<file path="src/rtl/lca_pkg.sv">
package lca_pkg;

   // Default structure sizes
   localparam int DATA_BITS_DEFAULT    = 24;
   localparam int COUNTER_BITS_DEFAULT = 20;

   // Register field widths
   localparam int SCALE_W    = 16;
   localparam int LIMIT_W    = 20;
   localparam int CSR_DATA_W = 20;
   localparam int CSR_IDX_W  = 2;

   // Register indexes
   localparam logic [CSR_IDX_W-1:0] CSR_SCALE_DIVISOR = 2'd0;
   localparam logic [CSR_IDX_W-1:0] CSR_WAIT_LIMIT    = 2'd1;
   localparam logic [CSR_IDX_W-1:0] CSR_SAMPLE_PERIOD = 2'd2;

   // Register reset values
   localparam logic [SCALE_W-1:0] SCALE_RESET  = 16'd421;
   localparam logic [LIMIT_W-1:0] WAIT_RESET   = 20'd1000000;
   localparam logic [LIMIT_W-1:0] PERIOD_RESET = 20'd1000000;

   // Input stream byte width
   localparam int REQ_DATA_W = 8;

   // Commands from the controller to the datapath
   typedef struct packed {
      logic clear_shift;
      logic shift_en;
      logic shift_bit;
      logic finish;
      logic capture_tare;
      logic div_start;
   } cmd_type;

   // Status from the datapath to the controller
   typedef struct packed {
      logic div_busy;
      logic div_done;
   } status_type;

   // Per-tick flags carried with each result
   typedef struct packed {
      logic halted;
      logic timed_out;
      logic tare_captured;
      logic reading_done;
      logic clock_level;
   } flags_type;

endpackage

</file>
<file path="src/rtl/load_cell_adc_reader_with_tare_core.sv">
// Each accepted tick's result is registered and shown in the next cycle,
// but for the tick that completes a weight reading, whose result waits for the
// bit-serial restoring divider (one quotient bit a cycle, then the sign fix).
// Throughput: one tick a cycle unless a divide runs or a stalled result is held.
// Reset: synchronous, active high; all but the divider working registers reset.
module load_cell_adc_reader_with_tare_core #(
   parameter int DATA_BITS    = lca_pkg::DATA_BITS_DEFAULT,
   parameter int COUNTER_BITS = lca_pkg::COUNTER_BITS_DEFAULT,
   parameter int RSP_DATA_W   = ((2 * DATA_BITS + 6 + 7) / 8) * 8
) (
   input  logic                             clock,
   input  logic                             reset,
   input  logic                             req_tvalid,
   output logic                             req_tready,
   // [0] data_level
   input  logic [lca_pkg::REQ_DATA_W-1:0]   req_tdata,
   output logic                             rsp_tvalid,
   input  logic                             rsp_tready,
   // [0] clock_level, [1] reading_done, [2] tare_captured, raw_value,
   // net_weight, timed_out, halted, zero padding
   output logic [RSP_DATA_W-1:0]            rsp_tdata,
   input  logic                             csr_valid,
   output logic                             csr_ready,
   input  logic [lca_pkg::CSR_IDX_W-1:0]    csr_index,
   input  logic [lca_pkg::CSR_DATA_W-1:0]   csr_data
);

   logic [lca_pkg::SCALE_W-1:0] scale_ff;
   logic [lca_pkg::LIMIT_W-1:0] wait_limit_ff;
   logic [lca_pkg::LIMIT_W-1:0] period_ff;
   lca_pkg::cmd_type            cmd;
   lca_pkg::status_type         sts;
   lca_pkg::flags_type          flags;
   logic [DATA_BITS-1:0]        raw_value;
   logic signed [DATA_BITS:0]   net_weight;

   assign csr_ready = 1'b1;

   // Configuration registers
   always_ff @(posedge clock) begin
      if (reset) begin
         scale_ff      <= lca_pkg::SCALE_RESET;
         wait_limit_ff <= lca_pkg::WAIT_RESET;
         period_ff     <= lca_pkg::PERIOD_RESET;
      end else if (csr_valid) begin
         case (csr_index)
            lca_pkg::CSR_SCALE_DIVISOR: scale_ff      <= csr_data[lca_pkg::SCALE_W-1:0];
            lca_pkg::CSR_WAIT_LIMIT:    wait_limit_ff <= csr_data[lca_pkg::LIMIT_W-1:0];
            lca_pkg::CSR_SAMPLE_PERIOD: period_ff     <= csr_data[lca_pkg::LIMIT_W-1:0];
            default: ;
         endcase
      end
   end

   lca_ctrl #(
      .DATA_BITS    (DATA_BITS),
      .COUNTER_BITS (COUNTER_BITS)
   ) u_ctrl (
      .clock          (clock),
      .reset          (reset),
      .req_tvalid     (req_tvalid),
      .req_tready     (req_tready),
      .data_level     (req_tdata[0]),
      .rsp_tvalid     (rsp_tvalid),
      .rsp_tready     (rsp_tready),
      .cfg_wait_limit (wait_limit_ff),
      .cfg_period     (period_ff),
      .cmd            (cmd),
      .sts            (sts),
      .flags          (flags)
   );

   lca_dp #(
      .DATA_BITS (DATA_BITS)
   ) u_dp (
      .clock      (clock),
      .reset      (reset),
      .cmd        (cmd),
      .cfg_scale  (scale_ff),
      .sts        (sts),
      .raw_value  (raw_value),
      .net_weight (net_weight)
   );

   // Pack the result fields, last listed field lowest
   assign rsp_tdata = RSP_DATA_W'({flags.halted, flags.timed_out, net_weight, raw_value,
                                   flags.tare_captured, flags.reading_done,
                                   flags.clock_level});

endmodule

</file>
<file path="src/rtl/lca_ctrl.sv">
module lca_ctrl #(
   parameter int DATA_BITS    = lca_pkg::DATA_BITS_DEFAULT,
   parameter int COUNTER_BITS = lca_pkg::COUNTER_BITS_DEFAULT
) (
   input  logic                         clock,
   input  logic                         reset,
   input  logic                         req_tvalid,
   output logic                         req_tready,
   input  logic                         data_level,
   output logic                         rsp_tvalid,
   input  logic                         rsp_tready,
   input  logic [lca_pkg::LIMIT_W-1:0]  cfg_wait_limit,
   input  logic [lca_pkg::LIMIT_W-1:0]  cfg_period,
   output lca_pkg::cmd_type             cmd,
   input  lca_pkg::status_type          sts,
   output lca_pkg::flags_type           flags
);

   localparam int BI_W  = $clog2(DATA_BITS + 1);
   localparam int CMP_W = (COUNTER_BITS > lca_pkg::LIMIT_W) ? COUNTER_BITS : lca_pkg::LIMIT_W;

   // Phase codes
   localparam logic [2:0] PH_WAIT   = 3'd0;
   localparam logic [2:0] PH_HIGH   = 3'd1;
   localparam logic [2:0] PH_LOW    = 3'd2;
   localparam logic [2:0] PH_FINISH = 3'd3;
   localparam logic [2:0] PH_IDLE   = 3'd4;
   localparam logic [2:0] PH_HALT   = 3'd5;

   logic [2:0]              phase_ff, phase_in;
   logic [BI_W-1:0]         bit_index_ff, bit_index_in;
   logic [COUNTER_BITS-1:0] wait_cnt_ff, wait_cnt_in;
   logic [COUNTER_BITS-1:0] period_cnt_ff, period_cnt_in;
   logic                    tare_valid_ff, tare_valid_in;
   logic                    stopped_ff, stopped_in;
   logic                    rsp_valid_ff, rsp_valid_in;
   lca_pkg::flags_type      flags_ff, flags_in;
   logic                    accept;
   logic                    load_rsp;
   logic [COUNTER_BITS-1:0] wait_next;
   logic [COUNTER_BITS-1:0] period_next;

   // Take a tick only when no divide runs and the result slot frees up
   assign req_tready = ~sts.div_busy & (~rsp_valid_ff | rsp_tready);
   assign accept     = req_tvalid & req_tready;
   assign rsp_tvalid = rsp_valid_ff;
   assign flags      = flags_ff;

   assign wait_next   = wait_cnt_ff + 1'b1;
   assign period_next = period_cnt_ff + 1'b1;

   // Advance the phase sequencer by one tick
   always_comb begin
      phase_in      = phase_ff;
      bit_index_in  = bit_index_ff;
      wait_cnt_in   = wait_cnt_ff;
      period_cnt_in = period_cnt_ff;
      tare_valid_in = tare_valid_ff;
      stopped_in    = stopped_ff;
      flags_in      = flags_ff;
      cmd           = '0;
      load_rsp      = 1'b0;

      if (accept) begin
         flags_in = '0;
         load_rsp = 1'b1;
         case (phase_ff)
            PH_WAIT: begin
               if (!data_level) begin
                  bit_index_in    = '0;
                  cmd.clear_shift = 1'b1;
                  phase_in        = PH_HIGH;
               end else begin
                  wait_cnt_in = wait_next;
                  if (CMP_W'(wait_next) >= CMP_W'(cfg_wait_limit)) begin
                     flags_in.timed_out = 1'b1;
                     stopped_in         = 1'b1;
                     phase_in           = PH_HALT;
                  end
               end
            end
            PH_HIGH: begin
               cmd.shift_en         = (bit_index_ff != '0);
               cmd.shift_bit        = data_level;
               flags_in.clock_level = 1'b1;
               phase_in = (bit_index_ff >= BI_W'(DATA_BITS)) ? PH_FINISH : PH_LOW;
            end
            PH_LOW: begin
               bit_index_in = bit_index_ff + 1'b1;
               phase_in     = PH_HIGH;
            end
            PH_FINISH: begin
               cmd.finish = 1'b1;
               if (!tare_valid_ff) begin
                  cmd.capture_tare       = 1'b1;
                  tare_valid_in          = 1'b1;
                  flags_in.tare_captured = 1'b1;
               end else begin
                  // Hold the result until the divider finishes
                  cmd.div_start         = 1'b1;
                  flags_in.reading_done = 1'b1;
                  load_rsp              = 1'b0;
               end
               period_cnt_in = '0;
               phase_in      = PH_IDLE;
            end
            PH_IDLE: begin
               period_cnt_in = period_next;
               if (CMP_W'(period_next) >= CMP_W'(cfg_period)) begin
                  wait_cnt_in = '0;
                  phase_in    = PH_WAIT;
               end
            end
            default: begin
               stopped_in = 1'b1;
               phase_in   = PH_HALT;
            end
         endcase
         flags_in.halted = stopped_in;
      end

      // Release the weight result once the quotient is ready
      if (sts.div_done) begin
         load_rsp = 1'b1;
      end

      if (load_rsp) begin
         rsp_valid_in = 1'b1;
      end else if (rsp_tready) begin
         rsp_valid_in = 1'b0;
      end else begin
         rsp_valid_in = rsp_valid_ff;
      end
   end

   // Control registers
   always_ff @(posedge clock) begin
      if (reset) begin
         phase_ff      <= PH_WAIT;
         bit_index_ff  <= '0;
         wait_cnt_ff   <= '0;
         period_cnt_ff <= '0;
         tare_valid_ff <= 1'b0;
         stopped_ff    <= 1'b0;
         rsp_valid_ff  <= 1'b0;
         flags_ff      <= '0;
      end else begin
         phase_ff      <= phase_in;
         bit_index_ff  <= bit_index_in;
         wait_cnt_ff   <= wait_cnt_in;
         period_cnt_ff <= period_cnt_in;
         tare_valid_ff <= tare_valid_in;
         stopped_ff    <= stopped_in;
         rsp_valid_ff  <= rsp_valid_in;
         flags_ff      <= flags_in;
      end
   end

endmodule

</file>
<file path="src/rtl/lca_dp.sv">
module lca_dp #(
   parameter int DATA_BITS = lca_pkg::DATA_BITS_DEFAULT
) (
   input  logic                        clock,
   input  logic                        reset,
   input  lca_pkg::cmd_type            cmd,
   input  logic [lca_pkg::SCALE_W-1:0] cfg_scale,
   output lca_pkg::status_type         sts,
   output logic [DATA_BITS-1:0]        raw_value,
   output logic signed [DATA_BITS:0]   net_weight
);

   localparam int SW    = lca_pkg::SCALE_W;
   localparam int CNT_W = $clog2(DATA_BITS + 1);
   localparam logic [DATA_BITS-1:0] TOP_BIT = {1'b1, {(DATA_BITS-1){1'b0}}};

   logic [DATA_BITS-1:0] shift_ff;
   logic [DATA_BITS-1:0] tare_ff;
   logic [DATA_BITS-1:0] raw_ff;
   logic [DATA_BITS:0]   weight_ff;
   logic                 busy_ff;
   logic [CNT_W-1:0]     cnt_ff;
   logic                 neg_ff;
   logic [SW-1:0]        divisor_ff;
   logic [SW-1:0]        rem_ff;
   logic [DATA_BITS-1:0] quo_ff;

   logic [DATA_BITS-1:0] raw_in;
   logic                 neg_in;
   logic [DATA_BITS-1:0] mag_in;
   logic [SW:0]          trial;
   logic [SW:0]          diff;
   logic                 fits;
   logic                 last;
   logic [DATA_BITS:0]   quo_ext;

   // Flip the top bit of the captured word into offset binary
   assign raw_in = shift_ff ^ TOP_BIT;
   assign neg_in = raw_in < tare_ff;
   assign mag_in = neg_in ? (tare_ff - raw_in) : (raw_in - tare_ff);

   // One restoring divide step per cycle
   assign trial   = {rem_ff, quo_ff[DATA_BITS-1]};
   assign diff    = trial - {1'b0, divisor_ff};
   assign fits    = trial >= {1'b0, divisor_ff};
   assign last    = busy_ff & (cnt_ff == CNT_W'(DATA_BITS));
   assign quo_ext = {1'b0, quo_ff};

   assign sts.div_busy = busy_ff;
   assign sts.div_done = last;
   assign raw_value    = raw_ff;
   assign net_weight   = weight_ff;

   // Reading state
   always_ff @(posedge clock) begin
      if (reset) begin
         shift_ff  <= '0;
         tare_ff   <= '0;
         raw_ff    <= '0;
         weight_ff <= '0;
         busy_ff   <= 1'b0;
      end else begin
         if (cmd.clear_shift) begin
            shift_ff <= '0;
         end else if (cmd.shift_en) begin
            shift_ff <= {shift_ff[DATA_BITS-2:0], cmd.shift_bit};
         end
         if (cmd.finish) begin
            raw_ff <= raw_in;
         end
         if (cmd.capture_tare) begin
            tare_ff <= raw_in;
         end
         if (cmd.div_start) begin
            busy_ff <= 1'b1;
         end else if (last) begin
            busy_ff   <= 1'b0;
            weight_ff <= neg_ff ? (~quo_ext + 1'b1) : quo_ext;
         end
      end
   end

   // Divider working registers
   always_ff @(posedge clock) begin
      if (cmd.div_start) begin
         neg_ff     <= neg_in;
         quo_ff     <= mag_in;
         rem_ff     <= '0;
         cnt_ff     <= '0;
         divisor_ff <= (cfg_scale == '0) ? SW'(1) : cfg_scale;
      end else if (busy_ff && !last) begin
         rem_ff <= fits ? diff[SW-1:0] : trial[SW-1:0];
         quo_ff <= {quo_ff[DATA_BITS-2:0], fits};
         cnt_ff <= cnt_ff + 1'b1;
      end
   end

endmodule

</file>
<file path="config.mk">
export PLATFORM = sky130hd
export DESIGN_NAME = load_cell_adc_reader_with_tare_core
export DESIGN_NICKNAME = d
export VERILOG_FILES = /design/src/rtl/lca_pkg.sv /design/src/rtl/load_cell_adc_reader_with_tare_core.sv /design/src/rtl/lca_ctrl.sv /design/src/rtl/lca_dp.sv
export SDC_FILE = /design/constraint.sdc
export NUM_CORES = 1
export LEC_CHECK = 0
export ABC_CLOCK_PERIOD_IN_PS = 3450
export BUFFER_PORTS_ARGS = -buffer_cell sky130_fd_sc_hd__buf_2
export CORE_MARGIN = 5
export CORE_UTILIZATION = 35
export CTS_CLUSTER_SIZE = 14
export DETAILED_ROUTE_END_ITERATION = 8
export GPL_TIMING_DRIVEN = 0
export PLACE_DENSITY = 0.62
export SYNTH_ARGS = -nofsm -noshare
export SYNTH_HDL_FRONTEND = slang
export SYNTH_HIERARCHICAL = 1
export SYNTH_SLANG_ARGS = --single-unit
</file>
<file path="constraint.sdc">
create_clock -name clock -period 3.45 [get_ports clock]
set_input_delay 0.69 -clock clock [delete_from_list [all_inputs] [get_ports clock]]
set_output_delay 0.69 -clock clock [all_outputs]
set_load 0.05 [all_outputs]
</file>
# Word level (Yosys, flattened, before mapping)
# Cells that the tools add are included.
[totals]
out_inout_bits = 59
register_bits = 271
input_bits = 35
word_cells = 121
[classes]
n_eq_ne = 12
reduce_logical = 24
addsub = 8
n_mux = 38
n_bitwise = 10
order_cmp = 5
[op_table]
columns = ["op", "n"]
rows = [
  ["$pmux 20 s2", 2],
  ["$mux 24", 3],
  ["$sub 24x24->24", 2],
  ["$add 20x1->20 const B", 2],
  ["$ge 20x20->1", 2],
  ["$mux 20", 2],
  ["$add 25x1->25 const B", 1],
  ["$mux 25", 1],
  ["$not 24->25", 1],
  ["$lt 24x24->1", 1],
  ["$mux 1", 18],
  ["$ge 17x16->1", 1],
  ["$logic_not 16->1", 1],
  ["$mux 16", 1],
  ["$sub 16x16->16", 1],
  ["$pmux 3 s5", 1],
  ["$mux 3", 4],
  ["$reduce_and 2->1", 6],
  ["$reduce_bool 2->1", 6],
  ["$add 5x1->5 const B", 2],
  ["$pmux 5 s2", 1],
  ["$reduce_and 4->1", 2],
  ["$eq 3x2->1 const B", 2],
  ["$mux 6", 1],
  ["23 further kinds", 33],
]

# Logic depth before layout (Yosys ltp)
# Gate-level depths: netlist of run 1.
[depth]
ltp_word = 7
mapped_depth = 15
depth_no_buf = 13

# Cells and area by module
# The synthesis of run 1 kept the hierarchy.
[modules_own_cells]
columns = ["mod", "n_inst", "cells_each", "area_per_inst_um2", "seq_area_each_um2"]
rows = [
  ["lca_dp", 1, 1138, 9815.7, 3613.5],
  ["lca_ctrl", 1, 514, 4027.6, 1101.1],
  ["load_cell_adc_reader_with_tare_core", 1, 221, 2280.9, 1121.1],
]

# Worst setup path after synthesis of run 1
# OpenSTA, ideal clock, no wires.
[synth_path]
path_kind = "input -> register"
start = "input rsp_tready"
end = "register u_dp.quo_ff[0] (enable)"
setup_time_ns = 0.385
t_arrival_ns = 2.704
path_buffers = 0
cell_stages = 5
required_time_ns = 3.065
slack_ns = 0.361
cell_sequence = "nand2b_1 > nand3_1 > nor3_1 > and2_1 > nand2b_1"
[synth_rtl]
columns = ["item", "line", "rtl"]
rows = [
  ["start, declared", "load_cell_adc_reader_with_tare_core.sv:18", "input logic rsp_tready,"],
  ["end signal, assigned", "lca_dp.sv:87", "quo_ff <= mag_in;"],
  ["end signal, assigned", "lca_dp.sv:93", "quo_ff <= {quo_ff[DATA_BITS-2:0], fits};"],
  ["end, declared", "lca_dp.sv:26", "logic [DATA_BITS-1:0] quo_ff;"],
]

# Worst setup path in the final report of run 1
[layout_path]
start = "register u_ctrl.period_cnt_ff[0]"
end = "register u_ctrl.wait_cnt_ff[19]"
[layout_between]
elab_chain_cells = 4
[layout_lines]
columns = ["item", "line", "rtl"]
rows = [
  ["start, declared", "lca_ctrl.sv:33", "logic [COUNTER_BITS-1:0] period_cnt_ff, period_cnt_in;"],
  ["start signal, assigned", "lca_ctrl.sv:151", "period_cnt_ff <= period_cnt_in;"],
  ["$add 20x1->20", "lca_ctrl.sv:50", "assign period_next = period_cnt_ff + 1'b1;"],
  ["$ge 20x20->1", "lca_ctrl.sv:109", "if (CMP_W'(period_next) >= CMP_W'(cfg_period)) begin"],
  ["$ne 2x1->1 (no line)", "-", ""],
  ["$reduce_and 4->1 (no line)", "-", ""],
  ["end signal, assigned", "lca_ctrl.sv:150", "wait_cnt_ff <= wait_cnt_in;"],
  ["end, declared", "lca_ctrl.sv:32", "logic [COUNTER_BITS-1:0] wait_cnt_ff, wait_cnt_in;"],
]
# No other way between the ends.
# A chain may end at the register's enable or synchronous reset.

==> results.cfg, run 1 <==
[timing]
tightest_slew_ns = 1.001
relSlewSlack_pct = 32.59
max_freq_mhz = 303.8
maxSlewViolCount = 0
rsz0062_at_grt = yes
period_needed_ns = 3.292
finalHoldViolCount = 0
fin_crit_sh_pct = 95.41
clock_skew_ns = 0.02734
setup-violations-final = 0

[setup_path]
cp_num_cells = 15
path_common_cell = ha_1
crit_required_ns = 3.91
slowest_delay_ns = 0.41
arrival_ns = 3.75
end_kind = flip-flop
path_delay_family = simple AND/OR/NAND/NOR gates
setup.worst_path.class = reg2reg
path_buf_inv = 2
cp_cell_sequence = ha_1 > nand4_1 > nor2_2 > and2_4 > nand3_1 > xnor2_1 > ha_1 > and4_1 > nand2_1 > o221ai_1 > a221oi_2 > buf_4 > clkdlybuf4s15_2 > o311ai_1 > o41ai_1
crit_path_max_fanout = 6
r2r_cells = 15
cpMaxStageDelayCell = dfxtp_2
start_kind = flip-flop

[global_route]
grt_overflow = 0
grt_max_degree = 26
grt_pass1_vias = 13260
grtUsageTotal_pct = 16.14
grt_pass1_wl_um = 68420
grt_antenna_before_repair = 0

[routing]
routedWlPerCell_um = 16.02
num_vias = 13430
drc = 0
drt_iter0_drc = 801
drt_wl_total_um = 41910
drt_first_pass_iters = 6
viasPerCell = 5.135
ant_nets = 0

[clock_tree]
path_clk_slew_ns = 0.06
cts_tree = yes
h-tree-depth = 1
ctsHoldBuffers = 0
cts_buffers = 31
clk_latency_ns = 0.59
cts_sinks = 271
cts.path.max_buffers = 3
cts_root_buffer = clkbuf_16

[outcome]
status = finished clean

[power_and_ir_drop]
switching_share_pct = 24.17
p_comb_share_pct = 7.6
p_sw_mw = 1.753
peakVddDrop_v = 0.0004748
p_leak_nw = 7.565
internal_power_mw = 5.498
powerDensity_nw_per_um2 = 392.5
pwr-share-clk_pct = 46.8
pwr-share-seq_pct = 45.7

[cells_and_area]
drive_gt1_share_pct = 12.20
area_growth_pct = 14.56
multiInputGateArea_um2 = 9343
ff_latch_area_um2 = 5841
n_fill_cell = 4610
stdcell_area_um2 = 18470
num-nets-final = 2142
fin_util_pct = 40.62
antenna_cells = 0

[place]
io_buffers = 83
gp_congestion = 0.8552
postPlaceCellArea_um2 = 17290
hpwl_um = 31720

[floorplan]
die_w_um = 224.6
start_util_pct = 35.45
floorplan.core_area_um2 = 45480
rows = 78
dieArea_um2 = 50460
die_h_um = 224.6
num_io_pins = 94

[yosys]
ys.flop_type = dfxtp_1
syn_inst = 1873
synth.ff_latch_count = 271
async_flop_share_pct = 0
seq_area_frac_synth_pct = 36.19
syn_area_um2 = 16120
synth_enable_flop_cells = 41
syn_area_per_cell_um2 = 8.609
yosysWarnings = 6
yosysUniqueCellTypes = 87

[run]
max-cap-violations = 0

[worst_hold_path]
whs_path_depth = 3
hold_path_class = in2reg
repair_timing:
| item | CTS | global route |
|---|---|---|
| setup buffers | 1 | 4 |
| pin swaps | 1 | 3 |
| hold endpoints to repair | 0 | 0 |
| gates resized for setup | 9 | 27 |
| setup endpoints to repair | 129 | 84 |
| cloned | 0 | 1 |
area by class of cell:
type,count,share of cell area [%]
buffer,113,2.899
clock buffer,43,5.060
clock inverter,12,0.6706
inverter,128,2.601
multi-input combinational,1360,50.58
sequential,271,31.62
tap,600,4.064
timing repair buffer,89,2.513
logic make-up (layout without fill, tap and decap cells):
kind of cell / Yosys count / after routing / synth area share (%)
mux: 157 / 157 / 9.801
fa+ha+maj: 113 / 113 / 8.908
flops: 271 / 271 / 36.19
buf+inv: 243 / 385 / 6.309
compound gates: 377 / 377 / 15.48
other cells: 2 / 3 / 0.04658
simple gates: 623 / 623 / 18.54
xor+xnor: 87 / 87 / 4.726
worst min-delay path: stages:
cell     delay, ns
buf_2         0.09
nor2_1        0.04
mux2i_1       0.11
worst paths after layout:
| path | from | slack, ns | to |
|---|---|---|---|
| max | u_ctrl/period_cnt_ff[0] | 0.16 | u_ctrl/wait_cnt_ff[19] |
| min | csr_data[0] | 0.38 | scale_ff[0] |
| max reg2reg | u_ctrl/period_cnt_ff[0] | 0.16 | u_ctrl/wait_cnt_ff[19] |
| min reg2reg | u_dp/net_weight[15] | 0.45 | u_dp/net_weight[15] |
cell usage after synthesis, drive strengths merged (4+ instances only):
master	number	area [um2]
o31ai	5	37.54
xor2	37	324.1
xnor2	50	437.9
nand3b	7	52.55
a41oi	4	35.03
mux2	4	48.79
a21oi	114	570.6
a311oi	15	156.4
inv	128	480.5
o31a	6	53.80
o221ai	4	35.03
or2	10	62.56
nor2b	19	118.9
nor3b	4	30.03
o21a	12	90.09
or3b	4	35.04
and2	12	76.32
or3	16	100.1
o211a	4	40.04
o41ai	5	43.79
a21o	24	181.4
nand2b	63	394.1
o21bai	4	33.78
buf	43	265.3
nand3	37	185.2
and4	4	35.03
dfxtp	230	4604
clkbuf	72	271.5
nor4	9	56.30
a31oi	21	131.4
nand4	19	118.9
o21ai	73	365.3
a221oi	5	50.04
nor2	255	972.2
nor3	28	161.4
a211oi	39	312.8
ha	110	1376
o211ai	9	67.56
edfxtp	41	1231
mux2i	153	1531
nand2	109	409.1
and3	21	132.6
a22oi	9	67.56
state kept, by name, indices dropped and copies added (netlist names), 16 cells and up:
signal and flops:
u_dp/net_weight 25, u_dp/quo_ff 24, u_dp/raw_value 24, u_dp/shift_ff 24
u_dp/tare_ff 24, period_ff 20, u_ctrl/period_cnt_ff 20, u_ctrl/wait_cnt_ff 20
wait_limit_ff 20, scale_ff 16, u_dp/divisor_ff 16, u_dp/rem_ff 16
layout by cell type, fill, tap and decap left out, types with 21 or more instances in the layout:
cell type  Yosys  layout
nand2b_1      63      62
mux2i_1      153     153
xnor2_1       50      49
nand2_1      109     109
buf_2         23     106
clkbuf_1      71      68
inv_1        127     127
dfxtp_1      230     226
a21oi_1      114     114
a21o_1        23      23
nor2_1       253     249
o21ai_0       70      67
edfxtp_1      41      41
a31oi_1       21      21
nand3_1       37      37
clkbuf_16      0      34
nor3_1        25      23
xor2_1        37      37
a211oi_1      35      35
ha_1         110     109
layer usage:
metal	track usage [%]	vias to the layer above	routed length, um
li1	-	6755	-
met1	22.49	6299	20110
met2	26.10	320	18510
met3	2.832	58	2361
met4	4.066	0	934
met5	0	-	0
power groups by stage:
stage	logic, mW	registers, mW	clock network, mW
floorplan	0.394	3.37	0
global placement	0.527	3.38	0
detailed placement	0.537	3.38	0
CTS	0.542	3.31	3.50
global route	0.617	3.32	3.62
finish	0.548	3.31	3.39
stage by stage:
step	total power, mW	TNS [ns]	hold WS [ns]	setup slack (ns)	std cells
floorplan	3.760	0	0.4487	0.3613	1874
global placement	3.903	-56.59	0.4375	-0.7241	2557
detailed placement	3.915	-63.00	0.4414	-0.8095	2557
CTS	7.351	0	0.3565	0.004915	2613
global route	7.558	-0.4288	0.3783	-0.07745	2616
finish	7.250	0	0.3837	0.1582	2616
Power figures use the tool's default switching activity.
==> run 2, diff against run 1 <==
--- a/config.mk
+++ b/config.mk
@@ -5,14 +5,14 @@
 export SDC_FILE = /design/constraint.sdc
 export NUM_CORES = 1
 export LEC_CHECK = 0
-export ABC_CLOCK_PERIOD_IN_PS = 3450
+export ABC_CLOCK_PERIOD_IN_PS = 2700
 export BUFFER_PORTS_ARGS = -buffer_cell sky130_fd_sc_hd__buf_2
 export CORE_MARGIN = 5
 export CORE_UTILIZATION = 35
 export CTS_CLUSTER_SIZE = 14
 export DETAILED_ROUTE_END_ITERATION = 8
 export GPL_TIMING_DRIVEN = 0
-export PLACE_DENSITY = 0.62
+export PLACE_DENSITY = 0.64
 export SYNTH_ARGS = -nofsm -noshare
 export SYNTH_HDL_FRONTEND = slang
 export SYNTH_HIERARCHICAL = 1
==> constraint.sdc (replaced) <==
create_clock -name clock -period 2.7 [get_ports clock]
set_input_delay 0.54 -clock clock [delete_from_list [all_inputs] [get_ports clock]]
set_output_delay 0.54 -clock clock [all_outputs]
set_load 0.05 [all_outputs]
==> run 2 against run 1 <==
Sequential share of layout area shrank 2.3 points. Critical path type unchanged. Register-to-register slack lost 0.52 ns. Design area grew 9.9%. Sequential power grew 27%. Hold slack lost 0.16 ns. Utilization grew 4.0 points. Combinational power grew 45%. The run now ends with setup timing left.
==> results.cfg, run 2 (synthesis gave the netlist of run 1 again) <==
[power_and_ir_drop]
powerDensity_nw_per_um2 = 470.4
peakVddDrop_v = 0.0005203
p_leak_nw = 8.365

[floorplan]
rows = 78
dieArea_um2 = 50460
floorplan.core_area_um2 = 45480
die_w_um = 224.6
num_io_pins = 94
die_h_um = 224.6
start_util_pct = 35.45

[cells_and_area]
final_common_cell = nor2_1
final_cell_mix = 248 x nor2_1, 178 x dfxtp_1, 143 x mux2i_1, 125 x inv_1, 106 x a21oi_1
drive_gt1_share_pct = 23.66
area_growth_pct = 25.86
antenna_cells = 0
num-nets-final = 2230
stdcell_area_um2 = 20290
largest_register_ffs = 25

[routing]
ant_nets = 0
viasPerCell = 5.177
num_vias = 14010
highest_layer = met5
wl_met2_um = 20480
drc = 0
routedWlPerCell_um = 16.56
drt-met1-wl_um = 20490
drt_wl_total_um = 44810
drt_first_pass_iters = 6
wl_met3_um = 2798
drt_iter0_drc = 885

[timing]
rsz0062_at_grt = yes
relSlewSlack_pct = 12.40
setup_ws_ns = -0.3646
max_freq_mhz = 326.3
clock_skew_ns = 0.02570
setup-violations-final = 48
period_needed_ns = 3.065
tns_ns = -10.43
tightest_slew_ns = 1.300
finalHoldViolCount = 0
fin_crit_sh_pct = 113.5
maxSlewViolCount = 0

[setup_path]
path_delay_family = compound AO/OA/AOI/OAI gates
arrival_ns = 3.52
start_kind = flip-flop
rr_startpoint = u_ctrl/wait_cnt_ff[0]
cp_cell_sequence = ha_4 > nand4_1 > nor2_1 > nand2_1 > xnor2_2 > ha_1 > a21oi_1 > a21boi_0 > o31ai_1 > o211ai_1 > o21ai_2 > a21oi_1
cpMaxStageDelayCell = dfxtp_4
path_common_cell = a21oi_1
startpoint = u_ctrl/wait_cnt_ff[0]
path_buf_inv = 0
end_kind = flip-flop
crit_path_max_fanout = 4
crit_required_ns = 3.16
setup.worst_path.class = reg2reg
slowest_delay_ns = 0.40

[clock_tree]
cts.path.max_buffers = 3
cts_sinks = 271
path_clk_slew_ns = 0.06
cts_tree = yes
cts_buffers = 30
cts_root_buffer = clkbuf_16
h-tree-depth = 1
clk_latency_ns = 0.60
ctsHoldBuffers = 0

[global_route]
grt_max_degree = 26
grt_pass1_vias = 13630
grtUsageTotal_pct = 16.89
grt_overflow = 0
grt_antenna_before_repair = 3
grt_pass1_wl_um = 71080

[outcome]
status = finished, violations left
violations = setup timing

[place]
hpwl_um = 31780
io_buffers = 83
postPlaceCellArea_um2 = 17350
pre_cts_ws_ns = -1.040
gp_congestion = 0.8762

[run]
max-cap-violations = 0

[worst_hold_path]
hp-start = csr_data[2]
hold_path_class = in2reg
run 2: changes by cell type in the layout (fill, tap and decap cells not counted), moves of 12 or more:
cell      delta
clkbuf_1    -14
buf_4       +76
ha_1        -12
dfxtp_2     +32
o21ai_0     -17
buf_6       +12
dfxtp_4     +16
dfxtp_1     -48
run 2: layout make-up:
class	instances	area [um2]
plain buffers	109	619.3
clock buffers	39	834.6
clock inverters	16	266.5
fillers	4416	25180
inverters	128	490.5
multi-input cells	1361	10160
flip-flops and latches	271	5941
well taps	600	750.7
repair buffers	181	1227
run 2: what timing repair did:
action	4_1_cts	5_1_grt
endpoints found under the setup margin	183	116
gates cloned	2	1
pin swaps	88	86
resized for setup	164	128
setup buffers	63	33
run 2: path summary, 6_finish.rpt:
kind	to	slack, ns	depth (start not counted)
hold / removal	scale_ff[2]	0.23	3
setup / recovery	u_ctrl/flags[3]	-0.36	12
setup reg to reg	u_ctrl/flags[3]	-0.36	12
hold reg to reg	u_dp/net_weight[17]	0.45	2
run 2: metal layers:
metal | track usage (%) | vias to the layer above
li1 | - | 6936
met1 | 22.66 | 6664
met2 | 27.71 | 330
met3 | 3.550 | 71
met4 | 4.655 | 4
met5 | 0 | -
run 2: where the power goes:
part	internal (mW)	switching (mW)	total, mW
Combinational	0.317	0.480	0.797
Sequential	4.15	0.0701	4.22
Clock	2.76	1.77	4.53
run 2: stage by stage:
| step | hold slack [ns] | total power [mW] | util (%) | instances |
|---|---|---|---|---|
| 3_3_place_gp | 0.4413 | 4.987 | 38.15 | 2557 |
| 5_1_grt | 0.2106 | 9.927 | 44.62 | 2705 |
| 3_5_place_dp | 0.4429 | 5.006 | 38.15 | 2557 |
| 4_1_cts | 0.1962 | 9.627 | 42.97 | 2675 |
| 6_report | 0.2264 | 9.547 | 44.62 | 2705 |
| 2_1_floorplan | 0.4487 | 4.807 | - | 1874 |
run 2: worst register-to-register path, delay by kind of cell, from the launching register on:
kind	cells	cell delay (ns)
AO/OA/AOI/OAI	6	1.25
flip-flops	1	0.40
AND/OR/NAND/NOR	3	0.61
adder cells (fa/ha/maj)	2	0.45
XOR/XNOR	1	0.23
==> run 3, diff against run 2 <==
--- a/config.mk
+++ b/config.mk
@@ -13,6 +13,8 @@
 export DETAILED_ROUTE_END_ITERATION = 8
 export GPL_TIMING_DRIVEN = 0
 export PLACE_DENSITY = 0.64
+export REMOVE_ABC_BUFFERS = 1
+export SETUP_SLACK_MARGIN = 0.5
 export SYNTH_ARGS = -nofsm -noshare
 export SYNTH_HDL_FRONTEND = slang
 export SYNTH_HIERARCHICAL = 1
==> run 3 against run 2 <==
The flow still finishes with violations (setup timing). Hold slack improved by 0.034 ns. Critical path type unchanged. Fmax down 2.9%. Total power down 4.1%. Critical path depth increased by 2. Die area unchanged. Sequential power about the same.
==> results.cfg, run 3 (synthesis gave the netlist of run 1 again) <==
[outcome]
status = finished, violations left
violations = setup timing

[routing]
drt_wl_total_um = 44510
wl_met2_um = 21460
viasPerCell = 5.289
highest_layer = met4
drt-met1-wl_um = 19550
drc = 0
routedWlPerCell_um = 16.80
drt_iter0_drc = 732
wl_met3_um = 2229
drt_first_pass_iters = 5
num_vias = 14020
ant_nets = 0

[timing]
period_needed_ns = 3.156
finalHoldViolCount = 0
tns_ns = -11.43
rsz0062_at_grt = yes
setup_ws_ns = -0.4561
setup-violations-final = 48
relSlewSlack_pct = 25.87
max_freq_mhz = 316.8
maxSlewViolCount = 0
fin_crit_sh_pct = 116.9
tightest_slew_ns = 1.112
holdWs_ns = 0.2608
clock_skew_ns = 0.008169

[cells_and_area]
largest_register_ffs = 25
antenna_cells = 0
n_fill_cell = 4239
final_cell_mix = 235 x nor2_1, 183 x dfxtp_1, 139 x mux2i_1, 116 x inv_1, 109 x buf_4
num-nets-final = 2178
multiInputGateArea_um2 = 10950
final_common_cell = nor2_1
area_growth_pct = 29.93
drive_gt1_share_pct = 28.63
ff_latch_area_um2 = 5927
stdcell_area_um2 = 20950

[setup_path]
slowest_delay_ns = 0.35
cpMaxStageDelayCell = dfxtp_2
arrival_ns = 3.58
r2r_slack_ns = -0.46
setup.worst_path.class = reg2reg
cp_cell_sequence = nand4_1 > nor3_4 > and3_4 > and3_4 > xor2_1 > ha_1 > and4_4 > nand2_4 > o221ai_4 > a221oi_4 > buf_12 > buf_12 > o311ai_4 > o41ai_2
path_delay_family = simple AND/OR/NAND/NOR gates
end_kind = flip-flop
crit_path_max_fanout = 7
path_buf_inv = 2
start_kind = flip-flop
crit_required_ns = 3.12

[clock_tree]
cts_root_buffer = clkbuf_16
cts_buffers = 29
cts.path.max_buffers = 3
clk_latency_ns = 0.57
cts_tree = yes
path_clk_slew_ns = 0.06
cts_sinks = 271
ctsHoldBuffers = 0
h-tree-depth = 1

[global_route]
grt_pass1_vias = 13680
grt_antenna_before_repair = 0
grt_max_degree = 111
grt_overflow = 0
grtUsageTotal_pct = 16.65
grt_pass1_wl_um = 70790

[floorplan]
die_w_um = 224.6
die_h_um = 224.6
start_util_pct = 35.45
rows = 78
num_io_pins = 94
dieArea_um2 = 50460
floorplan.core_area_um2 = 45480

[place]
gp_congestion = 0.8608
io_buffers = 83
hpwl_um = 28060
postPlaceCellArea_um2 = 16940

[power_and_ir_drop]
peakVddDrop_v = 0.0003927
powerDensity_nw_per_um2 = 437.1
p_leak_nw = 8.363

[run]
max-cap-violations = 0

[worst_hold_path]
hold_path_class = in2reg
[run 3: cell types whose count changed in the layout (fill, tap and decap cells not counted), moves of 13 or more]
cell	delta
clkbuf_1	-45
ha_1	-21
ha_4	+17
buf_2	-15
buf_4	+14
nor2_4	+14
clkbuf_2	-13
nor2_1	-13
[run 3: path summary, 6_finish.rpt]
kind | start | endpoint | depth (start not counted)
worst max-delay path | u_ctrl/period_cnt_ff[5] | u_ctrl/wait_cnt_ff[19] | 14
worst min-delay path | csr_data[19] | period_ff[19] | 3
worst max register to register | u_ctrl/period_cnt_ff[5] | u_ctrl/wait_cnt_ff[19] | 14
worst min register to register | u_dp/net_weight[19] | u_dp/net_weight[19] | 2
[run 3: per-stage QoR]
step	power (mW)	setup WS (ns)	cells	utilization, %
3_3_place_gp	4.938	-7.436	2442	36.85
5_1_grt	9.505	-0.5440	2650	46.07
6_report	9.157	-0.4561	2650	46.07
2_1_floorplan	4.743	-4.294	1759	-
4_1_cts	9.184	-0.2712	2616	44.51
3_5_place_dp	4.962	-1.754	2452	37.25
[run 3: report_power, final]
part | leakage (nW) | switching [mW] | internal, mW
clock | 0.454 | 1.66 | 2.32
combinational | 5.64 | 0.551 | 0.401
sequential | 2.27 | 0.0788 | 4.15
[run 3: worst min-delay path, delay by kind of cell]
family / cells / cell delay, ns
and+or+nand+nor: 1 / 0.05
muxes: 1 / 0.11
buffers and inverters: 1 / 0.08
[run 3: layout make-up]
cell class | instances | share of cell area, %
tap | 600 | 3.583
timing repair buffer | 234 | 9.006
multi-input combinational | 1365 | 52.28
clock buffer | 40 | 3.757
inverter | 128 | 2.353
sequential | 271 | 28.29
timing repair inverter | 1 | 0.05375
clock inverter | 11 | 0.6808
[run 3: layer usage]
| layer | vias to the layer above | global-route usage [%] |
|---|---|---|
| met4 | 0 | 5.343 |
| met3 | 90 | 2.532 |
| met1 | 6719 | 21.49 |
| met2 | 360 | 28.69 |
| met5 | - | 0 |
| li1 | 6848 | - |
[run 3: timing repair]
action	4_1_cts	5_1_grt
gates cloned	8	0
pin swaps	146	96
setup endpoints to repair	237	180
buffers inserted	105	33
resized for setup	330	93
